[src/rtl/rsd_pkg.sv]
// ----------------------------------------------------------------------------
// rsd_pkg: shared definitions for the instruction stream decoder
// Field widths, opcode codes, the front-to-back record and decode helpers.
// ----------------------------------------------------------------------------
package rsd_pkg;

  localparam int unsigned WordW      = 16;
  localparam int unsigned AddrW      = 32;
  localparam int unsigned StartW     = 24;
  localparam int unsigned OpW        = 6;
  localparam int unsigned RegW       = 5;
  localparam int unsigned ImmW       = 32;
  localparam int unsigned CondW      = 5;
  localparam int unsigned LenW       = 2;
  localparam int unsigned OutDataW   = 128;
  localparam int unsigned FifoDepthDef = 4;

  // Opcodes with special handling
  localparam logic [OpW-1:0] OP_ADDQ  = 6'd2;
  localparam logic [OpW-1:0] OP_ADDQT = 6'd3;
  localparam logic [OpW-1:0] OP_SUBQ  = 6'd6;
  localparam logic [OpW-1:0] OP_SUBQT = 6'd7;
  localparam logic [OpW-1:0] OP_SHLQ  = 6'd24;
  localparam logic [OpW-1:0] OP_MOVEI = 6'd38;
  localparam logic [OpW-1:0] OP_JUMP  = 6'd52;
  localparam logic [OpW-1:0] OP_JR    = 6'd53;

  localparam logic [CondW-1:0] COND_UNDEF = 5'd16;

  // Output tdata layout, lowest bit first
  localparam int unsigned OffAddr   = 0;
  localparam int unsigned OffOp     = OffAddr + AddrW;
  localparam int unsigned OffSrc    = OffOp + OpW;
  localparam int unsigned OffDst    = OffSrc + RegW;
  localparam int unsigned OffImm    = OffDst + RegW;
  localparam int unsigned OffTarget = OffImm + ImmW;
  localparam int unsigned OffCond   = OffTarget + AddrW;
  localparam int unsigned OffKnown  = OffCond + CondW;
  localparam int unsigned OffLen    = OffKnown + 1;
  localparam int unsigned OffTrunc  = OffLen + LenW;
  localparam int unsigned PackedW   = OffTrunc + 1;

  // One assembled instruction handed from front to back
  typedef struct packed {
    logic [WordW-1:0] first_word;
    logic [AddrW-1:0] addr;
    logic [ImmW-1:0]  imm_full;
    logic             use_full;
    logic [LenW-1:0]  len;
    logic             trunc;
  } rec_t;

  function automatic logic [CondW-1:0] cond_index(input logic [RegW-1:0] code);
    logic [CondW-1:0] idx;
    unique case (code)
      5'd0:    idx = 5'd0;
      5'd1:    idx = 5'd1;
      5'd2:    idx = 5'd2;
      5'd4:    idx = 5'd3;
      5'd5:    idx = 5'd4;
      5'd6:    idx = 5'd5;
      5'd8:    idx = 5'd6;
      5'd9:    idx = 5'd7;
      5'd10:   idx = 5'd8;
      5'd20:   idx = 5'd9;
      5'd21:   idx = 5'd10;
      5'd22:   idx = 5'd11;
      5'd24:   idx = 5'd12;
      5'd25:   idx = 5'd13;
      5'd26:   idx = 5'd14;
      5'd31:   idx = 5'd15;
      default: idx = COND_UNDEF;
    endcase
    return idx;
  endfunction

  function automatic logic op_known(input logic [OpW-1:0] op);
    logic k;
    unique case (op)
      6'd18, 6'd19, 6'd20, 6'd54, 6'd55, 6'd56, 6'd57: k = 1'b0;
      default: k = 1'b1;
    endcase
    return k;
  endfunction

endpackage

[src/rtl/rsd_front.sv]
// ----------------------------------------------------------------------------
// rsd_front: word intake and instruction assembly
// Tracks the byte address, gathers movei extension words and emits one
// record per complete (or cut short) instruction.
// ----------------------------------------------------------------------------
module rsd_front (
  input  logic                          clk_i,
  input  logic                          rst_ni,
  input  logic                          cfg_we_i,
  input  logic [rsd_pkg::StartW-1:0]    cfg_wdata_i,
  input  logic                          word_valid_i,
  output logic                          word_ready_o,
  input  logic [rsd_pkg::WordW-1:0]     word_i,
  input  logic                          last_i,
  input  logic                          q_full_i,
  output logic                          push_o,
  output rsd_pkg::rec_t                 rec_o
);
  import rsd_pkg::*;

  typedef enum logic [1:0] {
    PEND_NONE = 2'd0,
    PEND_HIGH = 2'd1,
    PEND_LOW  = 2'd2
  } pend_e;

  logic [StartW-1:0] start_q;
  logic [AddrW-1:0]  addr_q, addr_d, addr_eff;
  pend_e             pend_q, pend_d, pend_eff;
  logic [WordW-1:0]  first_q, first_d, low_q, low_d;
  logic              at_start_q, at_start_d;
  logic              accept, emit;

  assign word_ready_o = !q_full_i;
  assign accept       = word_valid_i && word_ready_o;
  assign push_o       = accept && emit;

  assign addr_eff = at_start_q ? {{(AddrW-StartW){1'b0}}, start_q} : addr_q;
  assign pend_eff = at_start_q ? PEND_NONE : pend_q;

  always_comb begin
    pend_d     = pend_eff;
    first_d    = first_q;
    low_d      = low_q;
    emit       = 1'b0;
    rec_o      = '0;
    unique case (pend_eff)
      PEND_LOW: begin
        low_d = word_i;
        if (last_i) begin
          emit  = 1'b1;
          rec_o = '{first_word: first_q, addr: addr_eff - AddrW'(2),
                    imm_full: {{(ImmW-WordW){1'b0}}, word_i}, use_full: 1'b1,
                    len: LenW'(2), trunc: 1'b1};
        end else begin
          pend_d = PEND_HIGH;
        end
      end
      PEND_HIGH: begin
        emit   = 1'b1;
        pend_d = PEND_NONE;
        rec_o  = '{first_word: first_q, addr: addr_eff - AddrW'(4),
                   imm_full: {word_i, low_q}, use_full: 1'b1,
                   len: LenW'(3), trunc: 1'b0};
      end
      default: begin
        pend_d = PEND_NONE;
        if (word_i[WordW-1 -: OpW] == OP_MOVEI) begin
          first_d = word_i;
          if (last_i) begin
            emit  = 1'b1;
            rec_o = '{first_word: word_i, addr: addr_eff, imm_full: '0,
                      use_full: 1'b1, len: LenW'(1), trunc: 1'b1};
          end else begin
            pend_d = PEND_LOW;
          end
        end else begin
          emit  = 1'b1;
          rec_o = '{first_word: word_i, addr: addr_eff, imm_full: '0,
                    use_full: 1'b0, len: LenW'(1), trunc: 1'b0};
        end
      end
    endcase
    // a program end clears the pending state (a movei cut short is still emitted) and rearms the start address
    if (last_i) pend_d = PEND_NONE;
    at_start_d = last_i;
    addr_d     = addr_eff + AddrW'(2);
  end

  always_ff @(posedge clk_i or negedge rst_ni) begin
    if (!rst_ni) begin
      start_q    <= '0;
      addr_q     <= '0;
      pend_q     <= PEND_NONE;
      at_start_q <= 1'b1;
      first_q    <= '0;
      low_q      <= '0;
    end else begin
      if (cfg_we_i) start_q <= cfg_wdata_i;
      if (accept) begin
        addr_q     <= addr_d;
        pend_q     <= pend_d;
        at_start_q <= at_start_d;
        first_q    <= first_d;
        low_q      <= low_d;
      end
    end
  end

endmodule

[src/rtl/rsd_fifo.sv]
// ----------------------------------------------------------------------------
// rsd_fifo: record queue between front and back
// Small synchronous queue; head entry is visible without a pop.
// ----------------------------------------------------------------------------
module rsd_fifo #(
  parameter int unsigned Depth = rsd_pkg::FifoDepthDef
) (
  input  logic          clk_i,
  input  logic          rst_ni,
  input  logic          push_i,
  input  rsd_pkg::rec_t push_data_i,
  output logic          full_o,
  output logic          valid_o,
  input  logic          pop_i,
  output rsd_pkg::rec_t head_o
);
  import rsd_pkg::*;

  localparam int unsigned PtrW = $clog2(Depth);
  localparam int unsigned CntW = $clog2(Depth + 1);

  rec_t            mem_q [Depth];
  logic [PtrW-1:0] wr_ptr_q, rd_ptr_q;
  logic [CntW-1:0] cnt_q;
  logic            do_pop;

  assign full_o  = (cnt_q == CntW'(Depth));
  assign valid_o = (cnt_q != '0);
  assign do_pop  = pop_i && valid_o;
  assign head_o  = mem_q[rd_ptr_q];

  always_ff @(posedge clk_i) begin
    if (push_i) mem_q[wr_ptr_q] <= push_data_i;
  end

  always_ff @(posedge clk_i or negedge rst_ni) begin
    if (!rst_ni) begin
      wr_ptr_q <= '0;
      rd_ptr_q <= '0;
      cnt_q    <= '0;
    end else begin
      if (push_i) begin
        wr_ptr_q <= (wr_ptr_q == PtrW'(Depth - 1)) ? '0 : wr_ptr_q + PtrW'(1);
      end
      if (do_pop) begin
        rd_ptr_q <= (rd_ptr_q == PtrW'(Depth - 1)) ? '0 : rd_ptr_q + PtrW'(1);
      end
      unique case ({push_i, do_pop})
        2'b10:   cnt_q <= cnt_q + CntW'(1);
        2'b01:   cnt_q <= cnt_q - CntW'(1);
        default: cnt_q <= cnt_q;
      endcase
    end
  end

endmodule

[src/rtl/rsd_back.sv]
// ----------------------------------------------------------------------------
// rsd_back: field decode and output register
// Slices the first word, adjusts immediates, works out the jr target and
// condition index, and holds the result until the sink takes it.
// ----------------------------------------------------------------------------
module rsd_back (
  input  logic                          clk_i,
  input  logic                          rst_ni,
  input  logic                          head_valid_i,
  input  rsd_pkg::rec_t                 head_i,
  output logic                          pop_o,
  output logic                          out_valid_o,
  input  logic                          out_ready_i,
  output logic [rsd_pkg::OutDataW-1:0]  out_data_o
);
  import rsd_pkg::*;

  logic [OpW-1:0]      op;
  logic [RegW-1:0]     rs, rd;
  logic [ImmW-1:0]     imm;
  logic [AddrW-1:0]    target;
  logic [CondW-1:0]    cond;
  logic [PackedW-1:0]  packed_d;
  logic [OutDataW-1:0] data_q;
  logic                valid_q;
  logic                load;

  assign op = head_i.first_word[WordW-1 -: OpW];
  assign rs = head_i.first_word[2*RegW-1 -: RegW];
  assign rd = head_i.first_word[RegW-1:0];

  always_comb begin
    imm    = {{(ImmW-RegW){1'b0}}, rs};
    target = '0;
    cond   = '0;
    if (head_i.use_full) begin
      imm = head_i.imm_full;
    end else if (op == OP_ADDQ || op == OP_ADDQT || op == OP_SUBQ || op == OP_SUBQT) begin
      if (rs == '0) imm = ImmW'(32);
    end else if (op == OP_SHLQ) begin
      imm = ImmW'(32) - {{(ImmW-RegW){1'b0}}, rs};
    end
    // jr: offset in words, sign extended from the 5-bit field
    if (op == OP_JR) begin
      target = head_i.addr + {{(AddrW-RegW-1){rs[RegW-1]}}, rs, 1'b0};
    end
    if (op == OP_JR || op == OP_JUMP) cond = cond_index(rd);
  end

  assign packed_d = {head_i.trunc, head_i.len, op_known(op), cond, target, imm,
                     rd, rs, op, head_i.addr};

  assign load        = !valid_q || out_ready_i;
  assign pop_o       = load && head_valid_i;
  assign out_valid_o = valid_q;
  assign out_data_o  = data_q;

  always_ff @(posedge clk_i or negedge rst_ni) begin
    if (!rst_ni) begin
      valid_q <= 1'b0;
    end else if (load) begin
      valid_q <= head_valid_i;
    end
  end

  always_ff @(posedge clk_i) begin
    if (pop_o) data_q <= {{(OutDataW-PackedW){1'b0}}, packed_d};
  end

endmodule

[src/rtl/risc_instruction_stream_decoder.sv]
// ----------------------------------------------------------------------------
// risc_instruction_stream_decoder: 16-bit RISC instruction stream decoder
//
//   channel   direction  handshake                  payload
//   s_axis    in         s_axis_tvalid/tready       tdata = word, tlast = last_word
//   m_axis    out        m_axis_tvalid/tready       tdata = decoded instruction
//   cfg       in         cfg_we_i                   cfg_wdata_i = start_address
//
// One word is taken per cycle while the queue is not full; a result passes
// through a queue entry, then the output register, before it is offered.
// movei takes three words and gives one result; others give one per word.
// Reset clears the queue and the output valid and arms the start address.
// The queue lets words keep flowing while m_axis stalls, until it is full.
// ----------------------------------------------------------------------------
module risc_instruction_stream_decoder #(
  parameter int unsigned FifoDepth = rsd_pkg::FifoDepthDef
) (
  input  logic                         clk_i,
  input  logic                         rst_ni,
  input  logic                         cfg_we_i,
  input  logic [rsd_pkg::StartW-1:0]   cfg_wdata_i,
  input  logic                         s_axis_tvalid,
  output logic                         s_axis_tready,
  input  logic [rsd_pkg::WordW-1:0]    s_axis_tdata,  // word
  input  logic                         s_axis_tlast,  // last_word
  output logic                         m_axis_tvalid,
  input  logic                         m_axis_tready,
  // instr_address, opcode, reg_src, reg_dst, immediate, jump_target,
  // condition, known, length_words, truncated, zero fill
  output logic [rsd_pkg::OutDataW-1:0] m_axis_tdata
);
  import rsd_pkg::*;

  rec_t front_rec, head_rec;
  logic push, q_full, head_valid, pop;

  rsd_front u_front (
    .clk_i        (clk_i),
    .rst_ni       (rst_ni),
    .cfg_we_i     (cfg_we_i),
    .cfg_wdata_i  (cfg_wdata_i),
    .word_valid_i (s_axis_tvalid),
    .word_ready_o (s_axis_tready),
    .word_i       (s_axis_tdata),
    .last_i       (s_axis_tlast),
    .q_full_i     (q_full),
    .push_o       (push),
    .rec_o        (front_rec)
  );

  rsd_fifo #(
    .Depth (FifoDepth)
  ) u_fifo (
    .clk_i       (clk_i),
    .rst_ni      (rst_ni),
    .push_i      (push),
    .push_data_i (front_rec),
    .full_o      (q_full),
    .valid_o     (head_valid),
    .pop_i       (pop),
    .head_o      (head_rec)
  );

  rsd_back u_back (
    .clk_i        (clk_i),
    .rst_ni       (rst_ni),
    .head_valid_i (head_valid),
    .head_i       (head_rec),
    .pop_o        (pop),
    .out_valid_o  (m_axis_tvalid),
    .out_ready_i  (m_axis_tready),
    .out_data_o   (m_axis_tdata)
  );

endmodule

[config.mk]
export PLATFORM = sky130hd
export DESIGN_NAME = risc_instruction_stream_decoder
export DESIGN_NICKNAME = d
export VERILOG_FILES = /design/src/rtl/rsd_pkg.sv /design/src/rtl/rsd_front.sv /design/src/rtl/rsd_fifo.sv /design/src/rtl/rsd_back.sv /design/src/rtl/risc_instruction_stream_decoder.sv
export SDC_FILE = /design/constraint.sdc
export NUM_CORES = 1
export LEC_CHECK = 0
export ABC_AREA = 1
export BUFFER_PORTS_ARGS = -buffer_cell sky130_fd_sc_hd__buf_4
export CAP_MARGIN = 20
export CORE_MARGIN = 8
export CORE_UTILIZATION = 45
export CTS_CLUSTER_DIAMETER = 40
export DETAILED_ROUTE_END_ITERATION = 8
export GPL_ROUTABILITY_DRIVEN = 0
export GPL_TIMING_DRIVEN = 0
export SYNTH_ARGS = -nofsm -noshare
export SYNTH_HDL_FRONTEND = slang
export SYNTH_SLANG_ARGS = --single-unit
[constraint.sdc]
create_clock -name clk_i -period 16.6 [get_ports clk_i]
set_input_delay 0 -clock clk_i [delete_from_list [all_inputs] [get_ports clk_i]]
set_output_delay 0 -clock clk_i [all_outputs]
set_load 0.005 [all_outputs]
==> results of run 1 <==
[cell usage after synthesis (all sizes together), types with 2 or more instances]
cell / number
nor3: 21
nand3b: 6
ha: 50
nand2: 673
xor2: 13
o211ai: 7
mux2: 5
inv: 252
a32oi: 3
a21oi: 95
edfxtp: 457
or2: 4
clkinv: 2
o21bai: 3
nand3: 147
o21ai: 313
a22oi: 2
nor3b: 2
a31oi: 9
o22ai: 75
clkbuf: 66
fa: 2
dfrtp: 98
nor2: 339
nor4: 3
buf: 41
xnor2: 3
o21a: 6
nand4: 18
[cells in the final DEF (no fill, tap or decap), drive strengths merged, types with 7 or more instances in the layout]
cell type / instances
nor3: 21
o211ai: 7
conb: 7
nand3: 147
dlygate4sd3: 47
o21ai: 313
ha: 50
edfxtp: 457
a31oi: 9
nor2: 339
inv: 260
buf: 226
nand2: 673
clkbuf: 161
a21oi: 95
o22ai: 75
bufinv: 16
dfrtp: 98
nand4: 18
clkinvlp: 8
clkinv: 27
xor2: 13
[area by class of cell]
cell class	count	area [um2]	area share (%)
plain buffers	107	514	1.57
repair buffers	232	2110	6.47
clock buffers	95	2170	6.65
diodes	1	2.50	0.00765
clock inverters	57	866	2.65
inverters	254	953	2.92
multi-input cells	1816	8900	27.2
flip-flops and latches	556	16200	49.6
well taps	773	967	2.96
[what timing repair did]
| item | 4_1_cts | 5_1_grt |
|---|---|---|
| setup endpoints to repair | 0 | 0 |
| setup buffers | 0 | 0 |
| hold buffers | 48 | 0 |
| hold endpoints to repair | 235 | 0 |
[kinds of logic after synthesis]
kind of cell	after synthesis	synth area share, %
flops	556	61.1
other cells	1	0.0141
compound gates	521	10.7
mux	5	0.212
simple gates	1215	19.4
fa+ha+maj	52	2.51
buf+inv	361	5.54
xor+xnor	16	0.529
[registers in the layout, indices dropped and copies added, names as in the netlist]
| signal | cells |
|---|---|
| u_back.out_data_o | 121 |
| u_back.out_valid_o | 1 |
| u_fifo.cnt_q | 3 |
| u_fifo.mem_q | 336 |
| u_fifo.rd_ptr_q | 2 |
| u_fifo.wr_ptr_q | 2 |
| u_front.addr_q | 32 |
| u_front.at_start_q | 1 |
| u_front.first_q | 16 |
| u_front.low_q | 16 |
| u_front.pend_q | 2 |
| u_front.start_q | 24 |
[power by group through the flow]
| stage | Sequential (mW) | Combinational, mW | Clock [mW] |
|---|---|---|---|
| after floorplan | 2.20 | 1.78 | 0 |
| after global placement | 2.23 | 2.78 | 0 |
| after detailed placement | 2.15 | 2.89 | 0 |
| after CTS | 2.12 | 2.91 | 1.90 |
| after global routing | 2.16 | 3.25 | 1.95 |
| final | 2.12 | 2.93 | 1.87 |
[worst paths after layout]
check	endpoint	slack (ns)	depth (start not counted)
max	u_back.out_data_o[111]	11.65	18
min	u_front.start_q[9]	0.02	4
max reg2reg	u_back.out_data_o[111]	11.65	18
min reg2reg	u_front.first_q[11]	0.46	2
max in group asynchronous	u_front.first_q[1]	15.69	4
min in group asynchronous	u_fifo.rd_ptr_q[1]	0.50	4
[worst min-delay path: stages]
cell and delay (ns):
clkbuf_1 0.16, clkbuf_1 0.26, nand2_1 0.10, o21ai_0 0.06
[layer usage]
layer	up-vias	wire (um)	GRT usage [%]
met5	-	0	0
li1	9976	-	-
met1	10092	32800	30.2
met2	864	34600	35.8
met4	0	2300	8.40
met3	153	5560	3.39
==> run metrics, run 1 <==
DR vias=21.1k; period utilization=29.8%; row count=89; main flop type after synthesis=edfxtp_1; syn_area_per_cell=9.72 um2; Critical Path Start Type=flop; Max Buffers Root-to-Sink=3; Antenna Violating Nets Remaining=0; area added between synthesis and finish=23.4%; Mapped Area=26,500 um2; Max Slew Vio Count=0; CTS tree=done; fillcell total=5,071; GRT Residual Overflow=0; Post-synth ARST share=17.8%; Yosys cell types=56; family with the most delay on the worst path=buffers and inverters; Worst-path clk slew=0.06 ns; Synth Warn #=0; worst setup margin=11.65 ns; Data arrival, critical path=5.33 ns; worst-margin pin slew=0.947 ns; Power Density=212 nW/um2; first-pass GRT wire length=117 mm; Max Clk Rate=0.202 GHz; Post-CTS Resized=0; Initial DRT Pass Iterations=9; Buf+Inv Stages, Crit Path=5; slew margin rel.=36.7%; H-Tree Depth=3; Synth Register Bits=556; Yosys top cell area share=51.8%; largest cells by area after synthesis=edfxtp_1 52%, dfrtp_1 9.3%, nand2_1 9.0%, o21ai_0 5.6%, nor2_1 4.4%; clock power share=27.0%; highest-delay cell along the critical path=clkbuf_1; leakage power=13.5 nW; Setup crit start=u_fifo.rd_ptr_q[1]; Routed WL per cell=19.3 um; post-layout util=55.7%; final hold slack=0.0235 ns; Die Y=259 um; critical path capture point type=flop; total negative slack=0 ns; fin cells=3,891; largest net degree at the start of global routing=68; type of the worst setup path=flop to flop; final setup vio count=0; post-layout instance area=32,700 um2; total global-route track usage=22.2%; Comb pwr share=42.4%; Final min period=4.95 ns; worst hold-check path type=input pin to flop; DIE AREA=66,900 um2; Setup Skew=0.0420 ns; placed insts=3,690; CP required=16.97 ns; Post-synth EDFFs=457; Synth Instances=2,727; DRC errors left=0; P_sw=2.77 mW; Reg power frac=30.6%; Chip Width=259 um; root cell of the clock tree=clkbuf_16; I/O pin count=176; Hold Fails Final Rpt=0; unrepaired setup endpoints after global routing=no; fraction of the yosys area taken by sequential cells=61.1%; share of cells above drive strength 1=14.8%; max cap viols=0; Pwr Total=6.92 mW; antenna violations before repair=2; cell accounting for the most synthesized area=edfxtp_1; final wirelength=75.3 mm; IO Port Bufs=167; vias per inst=5.42; hold path start=cfg_we_i; cts bufs inserted=81; Switching Share=40.1%; top fanout value on the critical path=10; initial core utilization=45.2%; HPWL Detailed=53.9 mm; Worst-Skew Late Latency=0.63 ns; status=complete, no violations; Post-Place Worst Slack=11.75 ns; worst r2r src=u_fifo.rd_ptr_q[1]; number of global-route vias before repair=20.6k; Internal Power=4.15 mW; Final nets=3,146; Post-Place Cell Area=29,200 um2; Iter 0 DRT Violations=1,915; largest stage delay on the critical path=0.60 ns; cell mode on critical path=nand2_1; maximum VDD drop=0.115 mV; Core Footprint=58,700 um2; CTS Sinks=556; CP Cell Sequence=buf_2 -> clkinv_1 -> clkbuf_1 -> clkbuf_1 -> clkbuf_1 -> o21ai_0 -> o22ai_1 -> ha_1 -> fa_1 -> nand2_1 -> o21ai_0 -> nand2_1 -> nand2_1 -> nand3_1 -> nand2_1 -> nand3b_1 -> a21oi_1 -> nor2_1
No activity file was read; power rests on OpenSTA's default activity.
==> run 2, diff against run 1 <==
==> constraint.sdc (replaced) <==
create_clock -name clk_i -period 4.9 [get_ports clk_i]
set_input_delay 0 -clock clk_i [delete_from_list [all_inputs] [get_ports clk_i]]
set_output_delay 0 -clock clk_i [all_outputs]
set_load 0.005 [all_outputs]
==> run 2 against run 1 <==
  * Final area down 0.51%
  * Clock skew down 0.0096 ns
  * Fmax up 10%
  * Core utilization down 0.29 points
  * Via count about the same
  * Count of clock-buffer cells in the layout down 2
  * Largest cell class unchanged
  * Setup slack worse by 11 ns
==> run metrics, run 2 (synthesis results as in run 1) <==
status=complete, no violations; Core Footprint=58,700 um2; maximum VDD drop=0.379 mV; share of cells above drive strength 1=15.0%; Max Buffers Root-to-Sink=3; row count=89; Biggest register=u_fifo.mem_q; max FFs per register=336; worst hold-check path type=input pin to asynchronous set/reset pin; total negative slack=0 ns; Routed WL per cell=19.3 um; period utilization=91.9%; Max Clk Rate=0.222 GHz; H-Tree Depth=3; Setup Skew=0.0324 ns; fin cells=3,891; first-pass GRT wire length=116 mm; max cap viols=0; Critical Path Start Type=flop; unrepaired setup endpoints after global routing=no; GR Util met2=35.2%; Pwr Total=23.2 mW; Iter 0 DRT Violations=1,898; CP Cell Sequence=buf_2 -> clkinv_1 -> clkbuf_1 -> clkbuf_1 -> o21ai_0 -> o22ai_1 -> ha_1 -> fa_1 -> nand2_1 -> o21ai_0 -> nand2_1 -> nand2_1 -> nand3_1 -> nand2_1 -> nand3b_1 -> a21oi_1 -> nor2_1; leakage power=13.5 nW; highest-delay cell along the critical path=clkbuf_1; Worst-path clk slew=0.05 ns; vias per inst=5.42; top fanout value on the critical path=17; initial core utilization=45.2%; critical path capture point type=flop; final setup vio count=0; placed insts=3,691; GRT Residual Overflow=0; Power Density=712 nW/um2; area added between synthesis and finish=22.7%; total global-route track usage=22.0%; met3 usage=3.33%; CP required=5.27 ns; DIE AREA=66,900 um2; Final min period=4.50 ns; DRC errors left=0; I/O pin count=176; largest net degree at the start of global routing=54; commonest cells after routing, fill and taps aside=639 x nand2_1, 457 x edfxtp_1, 307 x nor2_1, 296 x o21ai_0, 241 x inv_1; Max Slew Vio Count=0; slew margin rel.=34.9%; Final nets=3,147; Worst-Skew Late Latency=0.62 ns; Hold Fails Final Rpt=0; Die Y=259 um; root cell of the clock tree=clkbuf_16; CTS tree=done; CTS Sinks=556; cell mode on critical path=nand2_1; Antenna Violating Nets Remaining=0; post-layout instance area=32,500 um2; Initial DRT Pass Iterations=7; DR vias=21.1k; IO Port Bufs=167; GR peak layer=met2; cts bufs inserted=84; Post-Place Cell Area=29,200 um2; fillcell total=5,040; Chip Width=259 um; Data arrival, critical path=4.87 ns; leading cell type in the layout, fill and taps excluded=nand2_1; number of global-route vias before repair=20.5k; worst-margin pin slew=0.977 ns; largest stage delay on the critical path=0.47 ns; antenna violations before repair=1; GR met1 Demand/Resource=30.0%; final hold slack=0.00916 ns; HPWL Detailed=53.9 mm; final wirelength=75.3 mm; type of the worst setup path=flop to flop
-- run 2: final timing paths --
check | start | to | slack [ns] | cells after the start
setup reg to reg | u_fifo.rd_ptr_q[1] | u_back.out_data_o[111] | 0.40 | 17
hold / removal | rst_ni | u_fifo.rd_ptr_q[0] | 0.009 | 2
min in group clk_i | cfg_we_i | u_front.start_q[10] | 0.01 | 4
max in group asynchronous | rst_ni | u_front.at_start_q | 4.11 | 3
hold reg to reg | u_front.first_q[12] | u_front.first_q[12] | 0.45 | 2
setup / recovery | u_fifo.rd_ptr_q[1] | u_back.out_data_o[111] | 0.40 | 17
-- run 2: timing repair --
| item | in CTS | in global routing |
|---|---|---|
| endpoints found under the setup margin | 0 | 12 |
| hold buffers | 46 | 0 |
| resized for setup | 0 | 0 |
| hold endpoints to repair | 192 | 0 |
| buffers inserted | 0 | 0 |
-- run 2: area by class of cell --
| cell class | count | area, um2 | area share (%) |
|---|---|---|---|
| diodes | 1 | 2.50 | 0.00769 |
| flip-flops and latches | 556 | 16200 | 49.8 |
| inverters | 254 | 953 | 2.93 |
| plain buffers | 106 | 510 | 1.57 |
| well taps | 773 | 967 | 2.97 |
| clock inverters | 61 | 692 | 2.13 |
| clock buffers | 93 | 2210 | 6.79 |
| repair buffers | 231 | 2090 | 6.42 |
| multi-input cells | 1816 | 8900 | 27.4 |
-- run 2: per-stage QoR --
| step | util (%) | worst slack [ns] |
|---|---|---|
| after floorplan | - | -1.15 |
| after global placement | 49.0 | -5.05 |
| after detailed placement | 49.7 | 0.107 |
| after CTS | 55.4 | 0.0919 |
| after global routing | 55.4 | 0.0676 |
| final | 55.4 | 0.398 |
-- run 2: report_power, final --
group | leakage (nW) | internal [mW] | switching (mW)
Sequential | 5.60 | 6.82 | 0.363
Combinational | 6.46 | 3.15 | 6.78
Clock | 1.40 | 3.75 | 2.30
Total | 13.5 | 13.7 | 9.45
-- run 2: critical path, delay by kind of cell (launching register included) --
kind                     cells  cell delay [ns]
AO/OA/AOI/OAI                4             1.09
adder cells (fa/ha/maj)      2             0.53
AND/OR/NAND/NOR              7             0.75
flip-flops                   1             0.38
buffers and inverters        4             1.50
-- run 2: layer usage --
layer	vias to the layer above	wire length [um]
met2	901	34600
met5	-	0
met1	10075	32400
met3	149	5880
li1	9967	-
met4	0	2390
